==> src/rtl/bsda_pkg.sv <==
// ----------------------------------------------------------------------------
// bsda_pkg: shared definitions for the signed decimal ALU
// Digit count, operation codes and the structures passed between the
// digit lanes, the carry merge units and the top level.
// ----------------------------------------------------------------------------
package bsda_pkg;

	// Number of decimal digits in one operand.
	localparam int DIGITS  = 16;
	// Bits of the packed BCD magnitude actually used.
	localparam int MAG_W   = 4 * DIGITS;
	// Width of the digit ports.
	localparam int FIELD_W = 64;

	// Operation codes.
	localparam logic [1:0] OP_ADD   = 2'd0;
	localparam logic [1:0] OP_NEG   = 2'd1;
	localparam logic [1:0] OP_MUL10 = 2'd2;
	localparam logic [1:0] OP_DIV10 = 2'd3;

	typedef logic [3:0] digit_t;

	// Raw sum of two digits with its carry generate and propagate terms.
	typedef struct packed {
		logic [4:0] sum;
		logic       gen;
		logic       prop;
	} dsum_t;

	// Everything one digit lane produces.
	typedef struct packed {
		digit_t a_digit;
		dsum_t  add;
		dsum_t  amb;
		dsum_t  bma;
	} lane_t;

	// A finished decimal sum over all digits.
	typedef struct packed {
		logic             cout;
		logic [MAG_W-1:0] digits;
	} adder_t;

endpackage

==> src/rtl/bsda_lane.sv <==
// ----------------------------------------------------------------------------
// bsda_lane: one decimal digit lane
// Clamps both input digits to nine and forms the raw digit sums for a+b,
// a plus the nine's complement of b, and b plus the nine's complement of a.
// ----------------------------------------------------------------------------
module bsda_lane
	import bsda_pkg::*;
(
	input  logic [3:0] a_nib,
	input  logic [3:0] b_nib,
	output lane_t      lane
);

	digit_t a_c;
	digit_t b_c;

	// A nibble above nine reads as nine.
	function automatic digit_t clamp_digit(input logic [3:0] d);
		return (d > 4'd9) ? 4'd9 : d;
	endfunction

	// Digit sum with its lookahead terms.
	function automatic dsum_t make_sum(input digit_t x, input digit_t y);
		dsum_t s;
		s.sum  = {1'b0, x} + {1'b0, y};
		s.gen  = (s.sum >= 5'd10);
		s.prop = (s.sum == 5'd9);
		return s;
	endfunction

	assign a_c = clamp_digit(a_nib);
	assign b_c = clamp_digit(b_nib);

	// The three digit sums the adders need.
	always_comb begin
		lane.a_digit = a_c;
		lane.add     = make_sum(a_c, b_c);
		lane.amb     = make_sum(a_c, 4'd9 - b_c);
		lane.bma     = make_sum(b_c, 4'd9 - a_c);
	end

endmodule

==> src/rtl/bsda_merge.sv <==
// ----------------------------------------------------------------------------
// bsda_merge: decimal carry merge
// Resolves the digit carries of one decimal adder with a parallel prefix
// network over the lane terms and corrects each digit sum to a BCD digit.
// ----------------------------------------------------------------------------
module bsda_merge
	import bsda_pkg::*;
(
	input  dsum_t [DIGITS-1:0] sums,
	input  logic               cin,
	output adder_t             result
);

	localparam int LEVELS = (DIGITS > 1) ? $clog2(DIGITS) : 1;

	logic [DIGITS-1:0] gl [LEVELS+1];
	logic [DIGITS-1:0] pl [LEVELS+1];
	logic [DIGITS:0]   carry;

	// Group generate and propagate over digit i down to digit 0.
	always_comb begin
		for (int i = 0; i < DIGITS; i++) begin
			gl[0][i] = sums[i].gen;
			pl[0][i] = sums[i].prop;
		end
		for (int l = 0; l < LEVELS; l++) begin
			for (int i = 0; i < DIGITS; i++) begin
				if (i >= (1 << l)) begin
					gl[l+1][i] = gl[l][i] | (pl[l][i] & gl[l][i-(1<<l)]);
					pl[l+1][i] = pl[l][i] & pl[l][i-(1<<l)];
				end else begin
					gl[l+1][i] = gl[l][i];
					pl[l+1][i] = pl[l][i];
				end
			end
		end
	end

	// Carry into each digit, then the decimal correction.
	always_comb begin
		logic [4:0] total;
		carry[0] = cin;
		for (int i = 0; i < DIGITS; i++) begin
			carry[i+1] = gl[LEVELS][i] | (pl[LEVELS][i] & cin);
		end
		for (int i = 0; i < DIGITS; i++) begin
			total = sums[i].sum + {4'd0, carry[i]};
			if (total >= 5'd10) begin
				total = total - 5'd10;
			end
			result.digits[4*i +: 4] = total[3:0];
		end
		result.cout = carry[DIGITS];
	end

endmodule

==> src/rtl/bcd_signed_decimal_alu.sv <==
// ----------------------------------------------------------------------------
// bcd_signed_decimal_alu: signed decimal ALU on sign-magnitude packed BCD
//
// A word is offered on op, a_negative, a_digits, b_negative and b_digits
// and taken at the rising edge where start is high and busy is low. busy
// is always low, so a new word can be taken at every clock edge.
// Operations: add a+b, negate a, multiply a by ten, divide a by ten.
// Each accepted word yields exactly one result word, shown on
// result_negative, result_digits and overflow for one cycle while done is
// high. A word passes through three pipeline stages: one digit lane stage,
// one carry merge stage and one select stage, so the throughput is one
// word per cycle.
// The carry merge stage holds three lookahead adders side by side (a+b,
// a-b and b-a) so that an add of either sign passes through the same stages.
// The receiver cannot stall; it must take each result as it is shown.
// Reset clears the pipeline valid bits; no result appears afterward until
// a new word is taken.
// ----------------------------------------------------------------------------
module bcd_signed_decimal_alu
	import bsda_pkg::*;
(
	input  logic               clk,
	input  logic               arst_n,
	input  logic               start,
	output logic               busy,
	input  logic [1:0]         op,
	input  logic               a_negative,
	input  logic [FIELD_W-1:0] a_digits,
	input  logic               b_negative,
	input  logic [FIELD_W-1:0] b_digits,
	output logic               done,
	output logic               result_negative,
	output logic [FIELD_W-1:0] result_digits,
	output logic               overflow
);

	lane_t [DIGITS-1:0] lane_c;

	logic               valid_s1;
	logic [1:0]         op_s1;
	logic               an_s1;
	logic               bn_s1;
	lane_t [DIGITS-1:0] lane_s1;

	dsum_t [DIGITS-1:0] add_sums;
	dsum_t [DIGITS-1:0] amb_sums;
	dsum_t [DIGITS-1:0] bma_sums;
	logic [MAG_W-1:0]   a_mag_c;
	adder_t             add_c;
	adder_t             amb_c;
	adder_t             bma_c;

	logic               valid_s2;
	logic [1:0]         op_s2;
	logic               an_s2;
	logic               bn_s2;
	logic [MAG_W-1:0]   a_mag_s2;
	adder_t             add_s2;
	adder_t             amb_s2;
	adder_t             bma_s2;

	logic               neg_c;
	logic [MAG_W-1:0]   mag_c;
	logic               ovf_c;

	// The pipeline never refuses a word.
	assign busy = 1'b0;

	// Digit lanes.
	for (genvar i = 0; i < DIGITS; i++) begin : g_lane
		bsda_lane u_lane (
			.a_nib (a_digits[4*i +: 4]),
			.b_nib (b_digits[4*i +: 4]),
			.lane  (lane_c[i])
		);
	end

	// Stage 1: lane results.
	always_ff @(posedge clk or negedge arst_n) begin
		if (!arst_n) begin
			valid_s1 <= 1'b0;
		end else begin
			valid_s1 <= start & ~busy;
		end
	end

	always_ff @(posedge clk) begin
		op_s1   <= op;
		an_s1   <= a_negative;
		bn_s1   <= b_negative;
		lane_s1 <= lane_c;
	end

	// Gather the lane terms for the three adders.
	always_comb begin
		for (int i = 0; i < DIGITS; i++) begin
			add_sums[i]         = lane_s1[i].add;
			amb_sums[i]         = lane_s1[i].amb;
			bma_sums[i]         = lane_s1[i].bma;
			a_mag_c[4*i +: 4]   = lane_s1[i].a_digit;
		end
	end

	bsda_merge u_merge_add (
		.sums   (add_sums),
		.cin    (1'b0),
		.result (add_c)
	);

	bsda_merge u_merge_amb (
		.sums   (amb_sums),
		.cin    (1'b1),
		.result (amb_c)
	);

	bsda_merge u_merge_bma (
		.sums   (bma_sums),
		.cin    (1'b1),
		.result (bma_c)
	);

	// Stage 2: resolved sums.
	always_ff @(posedge clk or negedge arst_n) begin
		if (!arst_n) begin
			valid_s2 <= 1'b0;
		end else begin
			valid_s2 <= valid_s1;
		end
	end

	always_ff @(posedge clk) begin
		op_s2    <= op_s1;
		an_s2    <= an_s1;
		bn_s2    <= bn_s1;
		a_mag_s2 <= a_mag_c;
		add_s2   <= add_c;
		amb_s2   <= amb_c;
		bma_s2   <= bma_c;
	end

	// Select the result by operation. A carry out of a-b means a >= b.
	always_comb begin
		neg_c = an_s2;
		mag_c = a_mag_s2;
		ovf_c = 1'b0;
		unique case (op_s2)
			OP_ADD: begin
				if (an_s2 == bn_s2) begin
					mag_c = add_s2.digits;
					ovf_c = add_s2.cout;
				end else if (amb_s2.cout) begin
					mag_c = amb_s2.digits;
				end else begin
					mag_c = bma_s2.digits;
					neg_c = bn_s2;
				end
			end
			OP_NEG: begin
				neg_c = ~an_s2;
			end
			OP_MUL10: begin
				ovf_c = (a_mag_s2[MAG_W-1 -: 4] != 4'd0);
				mag_c = a_mag_s2 << 4;
			end
			OP_DIV10: begin
				mag_c = a_mag_s2 >> 4;
			end
			default: begin
				mag_c = a_mag_s2;
			end
		endcase
		// Zero is always positive.
		if (mag_c == '0) begin
			neg_c = 1'b0;
		end
	end

	// Stage 3: result word.
	always_ff @(posedge clk or negedge arst_n) begin
		if (!arst_n) begin
			done <= 1'b0;
		end else begin
			done <= valid_s2;
		end
	end

	always_ff @(posedge clk) begin
		result_negative <= neg_c;
		result_digits   <= FIELD_W'(mag_c);
		overflow        <= ovf_c;
	end

endmodule
==> config.mk <==
export PLATFORM = sky130hd
export DESIGN_NAME = bcd_signed_decimal_alu
export DESIGN_NICKNAME = d
export VERILOG_FILES = /design/src/rtl/bsda_pkg.sv /design/src/rtl/bsda_lane.sv /design/src/rtl/bsda_merge.sv /design/src/rtl/bcd_signed_decimal_alu.sv
export SDC_FILE = /design/constraint.sdc
export NUM_CORES = 2
export LEC_CHECK = 0
export ABC_AREA = 0
export BUFFER_PORTS_ARGS = -buffer_cell sky130_fd_sc_hd__buf_2
export CAP_MARGIN = 15
export CORE_UTILIZATION = 35
export DETAILED_ROUTE_END_ITERATION = 12
export GPL_ROUTABILITY_DRIVEN = 0
export PLACE_DENSITY = 0.49
export SKIP_CTS_REPAIR_TIMING = 1
export SLEW_MARGIN = 20
export SYNTH_ARGS = -nofsm -noshare
export SYNTH_HDL_FRONTEND = slang
export SYNTH_SLANG_ARGS = --single-unit
==> constraint.sdc <==
create_clock -name clk -period 8.4 [get_ports clk]
set_input_delay 1.68 -clock clk [delete_from_list [all_inputs] [get_ports clk]]
set_output_delay 1.68 -clock clk [all_outputs]
set_load 0.05 [all_outputs]
# == Yosys cells after proc, flatten, opt, wreduce, memory -nomap -nowiden ==
# Cells that the tools add are included.
# classes
addsub,175
n_lt_le_gt_ge,127
n_eq_ne,50
mux,88
bitwise_logic,446
reduce_logical,3
# op_table
op,n
$ge A5 B4 Y1 const B,95
$mux W4,80
$and A1 B1 Y1,271
$add A4 B4 Y5,48
$eq A5 B4 Y1 const B,46
$add A5 B1 Y5,45
$pmux W64 S3,1
$sub A4 B4 Y4 const B,48
$or A1 B1 Y1,174
$gt A4 B4 Y1 const B,32
$mux W64,2
$sub A4 B4 Y4 const A,32
$logic_not A64 Y1,1
$add A5 B1 Y5 const B,2
$eq A2 B2 Y1 const B,2
$pmux W1 S2,2
$reduce_bool A4 Y1,1
$mux W1,3
$eq A2 B1 Y1 const B,1
$logic_not A2 Y1,1
$eq A1 B1 Y1,1
$not A1 Y1,1
# totals
ff_bits,732
inputBits,135
output_inout_bits,68
word_cells,1064

# == Longest topological paths before layout ==
# logic_depth
word_depth,11
depth_mapped,14
mapped_depth_nobuf,14

# == Modules after synthesis ==
# Synthesis repeated with hierarchy kept, for this count alone.
# hier_totals
cells_unflattened,3380
hier_area_um2,34949.8
# by_module_without_submodules
mod,n_inst,cells_per_inst,area_per_inst_um2,seq_area_each_um2
bcd_signed_decimal_alu,1,1050,17942.2,14729.1
bsda_lane,16,75,565.5,0.0
bsda_merge at u_merge_add ...,2,377,2656.3,0.0
bsda_merge at u_merge_amb,1,376,2646.3,0.0

# == Least setup slack after synthesis ==
# Ideal clock, no wire load.
# synth_path
path_type,input to register
from,in a_digits[11]
to,reg lane_s1 (netlist bit bma_sums[14])
setup_ps,92
arrival_ps,3154
required_time_ps,8308
setup_slack_ps,5154
stages,7
n_path_buf,0
cell_sequence,nand2b_1 -> ha_1 -> ha_1 -> nor2b_1 -> o21ai_0 -> nand2b_1 -> nor4_1
# synth_lines
element,line,text
start: declaration,bcd_signed_decimal_alu.sv:28,"input logic [FIELD_W-1:0] a_digits,"
end signal: assignment,bcd_signed_decimal_alu.sv:91,lane_s1 <= lane_c;
end: declaration,bcd_signed_decimal_alu.sv:43,lane_t [DIGITS-1:0] lane_s1;

==> qor.yml <==
clocking:
  htree_levels: 3
  clkTransAtPathRegs_ns: 0.06
  cts_tree: "done"
  clock_path_buffers: 3
  root_buffer: "clkbuf_16"
  insertion_delay_ns: 0.62
  cts.sinks: 715
  cts_made_buffers: 82
finish:
  drive_gt1_share_pct: 13.6
  nNetsFinal: 3850
  area_growth_pct: 15.6
power_and_ir_drop:
  ir_drop_mv: 0.185
  p_leak_nw: 17.5
  p_per_area_nw_per_um2: 309
floorplanning:
  fp.dieW_um: 308
  start_util_pct: 35.6
  ios: 203
  rows: 111
  dieArea_um2: 94900
  die_h_um: 308
  core_um2: 92200
drt:
  drt_iter0_drc: 1095
  vias_per_cell: 4.66
  drc_errors: 0
  avgRoutedWirePerCell_um: 17.9
  firstDrtPassIters: 5
  wirelength_um: 83200
  antenna_left: 0
  via_count: 21600
timing:
  min_period_ns: 4.82
  slew_headroom_pct: 32.5
  max_clock_freq_mhz: 207
  finalSetupTns_ns: 0
  fin_crit_sh_pct: 57.4
  grt_setup_unrepaired: "false"
  setup_viol_count_final: 0
  tightestPinTransition_ns: 1.01
  fin_skew_ns: 0.0180
  finalMaxSlewViolations: 0
  hold_viol_final: 0
  setup_ws_ns: 3.58
yosys:
  ys_seq_area_share_pct: 43.7
  synth.yosys.warnings: 0
  netlist_top_cells_count: "712 x dfxtp_1, 334 x ha_1, 284 x inv_1, 262 x xnor2_1, 187 x nand2b_1"
  async_flop_share_pct: 0.420
  synth-edff-count: 0
  synth_ff_type: "dfxtp_1"
  ys_types: 58
  yosysTopAreaCell: "dfxtp_1"
  synth.area.mux_share_pct: 8.06
  synth-simple-area-share_pct: 11.3
  synth_top_family_by_area: "adder cells"
  synth_area_leaders: "dfxtp_1 43%, ha_1 13%, xnor2_1 7.0%, nand2b_1 3.6%, inv_1 3.3%"
  synth.most_common_cell: "dfxtp_1"
  synth-compound-area-share_pct: 8.57
  synthXorXnorAreaFrac_pct: 8.52
  syn_inst: 3109
  synthesis.nets: 3626
  avgSynthCellArea_um2: 10.5
  synthAdderAreaFrac_pct: 15.7
  synth_seq_cells: 715
  syn_area_um2: 32800
  yosysTopAreaCellShare_pct: 43.5
placed_design:
  io_buffers: 201
  dp_worst_setup_slack_ns: 3.41
  post-dp-hpwl_um: 67400
setup_path:
  cp_max_fo: 3
  path_buf_inv: 0
  worst_path_largest_cell_delay_ns: 0.77
  critPathLaunchType: "register"
  startpoint: "bma_sums[1]"
  cp.arrival_ns: 5.36
  r2r_start: "bma_sums[1]"
  path_cells: "o21a_1, o21ai_0, a21oi_1, o21ai_0, a21oi_1, o21ai_0, a21oi_1, ha_1, ha_1, xnor2_1, ha_1, nand2_1, a21oi_1, mux2i_1"
  cpMostUsedCell: "a21oi_1"
  critPathTopFamily: "compound AO/OA/AOI/OAI gates"
  cp_data_required_time_ns: 8.93
  cp_slowest_cell: "o21ai_0"
  critPathKind: "reg2reg"
  worst_setup_path_end_kind: "register"
grt:
  grt_pass1_vias: 22100
  antenna_found_initial: 5
  grt-ovfl-total: 0
  grt_pass1_wl_um: 127000
  grt_max_degree: 54
  grt_usage_pct: 17.7
job:
  maxCapViolCount: 0
outcome:
  status: "complete, no violations"
min_path:
  hp-class: "reg2reg"
  min_from: "a_mag_c[58]"
[through the flow]
step / hold WS, ns / cells / utilization [%] / total power [mW] / area [µm²]
6_report: 0.321 / 4638 / 41.1 / 11.7 / 37900
5_1_grt: 0.331 / 4636 / 41.1 / 12.4 / 37900
4_1_cts: 0.321 / 4636 / 41.1 / 11.8 / 37900
3_5_place_dp: 0.313 / 4492 / 38.1 / 8.15 / 35100
3_3_place_gp: 0.310 / 4492 / 38.1 / 8.17 / 35100
2_1_floorplan: 0.310 / 3109 / - / 7.10 / 32800
[layout by cell type, fill, tap and decap left out, types with 9 or more instances in the layout]
| cell | instances |
|---|---|
| nand3b_1 | 46 |
| nand3_1 | 111 |
| and4_1 | 9 |
| xnor2_1 | 261 |
| mux2i_1 | 78 |
| nand2b_1 | 187 |
| nor4_1 | 37 |
| buf_2 | 201 |
| fa_1 | 48 |
| clkinv_2 | 14 |
| mux2_1 | 19 |
| or2_2 | 9 |
| o21ai_0 | 150 |
| ha_1 | 334 |
| clkbuf_1 | 13 |
| clkbuf_16 | 85 |
| nor2_1 | 59 |
| mux4_2 | 43 |
| inv_1 | 284 |
| a21oi_1 | 143 |
| nor2b_1 | 55 |
| nand2_1 | 131 |
| clkbuf_8 | 14 |
| a21o_1 | 129 |
| mux2_2 | 59 |
| xor2_1 | 55 |
| dfxtp_1 | 710 |
[final cells by class]
class,instances,area [µm²]
antenna,2,5.00
clock buffer,112,2370
clock inverter,32,398
fill,9091,54300
inverter,285,1070
multi-input combinational,2042,17100
sequential,715,14300
tap,1243,1560
timing repair buffer,207,1050
[flip-flops by register name (all words and copies together) (netlist names), 2 cells and up]
signal	flops
add_s2	65
op_s1	2
amb_s2	64
a_mag_c	64
amb_sums	96
result_digits	64
add_sums	111
a_mag_s2	64
bma_s2	64
op_s2	2
bma_sums	110
[metal layers]
metal	track usage, %	share of wire (%)	up-vias
met5	0	0	-
met4	5.61	2.8	0
met3	3.48	5.1	116
met2	30.6	48	407
met1	22.1	44	10100
li1	-	-	11000
[kinds of logic (layout without fill, tap and decap cells)]
family                   after synthesis  count (layout)
other                                  1               3
buffers and inverters                352             636
multiplexers                         200             200
flip-flops                           715             715
adder cells (fa/ha/maj)              382             382
AO/OA/AOI/OAI                        468             468
XOR/XNOR                             318             318
AND/OR/NAND/NOR                      673             673
[final timing paths]
check / to / slack (ns) / depth (start not counted)
max in group asynchronous: done / 7.44 / 1
hold reg to reg: a_mag_s2[58] / 0.32 / 0
setup / recovery: bma_s2[62] / 3.58 / 14
setup reg to reg: bma_s2[62] / 3.58 / 14
min in group asynchronous: valid_s1 / 0.85 / 1
hold / removal: a_mag_s2[58] / 0.32 / 0
[power breakdown]
group          leakage (nW)  internal, mW  switching (mW)
registers              6.01          4.25           0.478
clock network          1.36          2.22            1.42
logic                  10.1          1.47            1.85
Note: power is estimated with default switching activity, not from simulation.
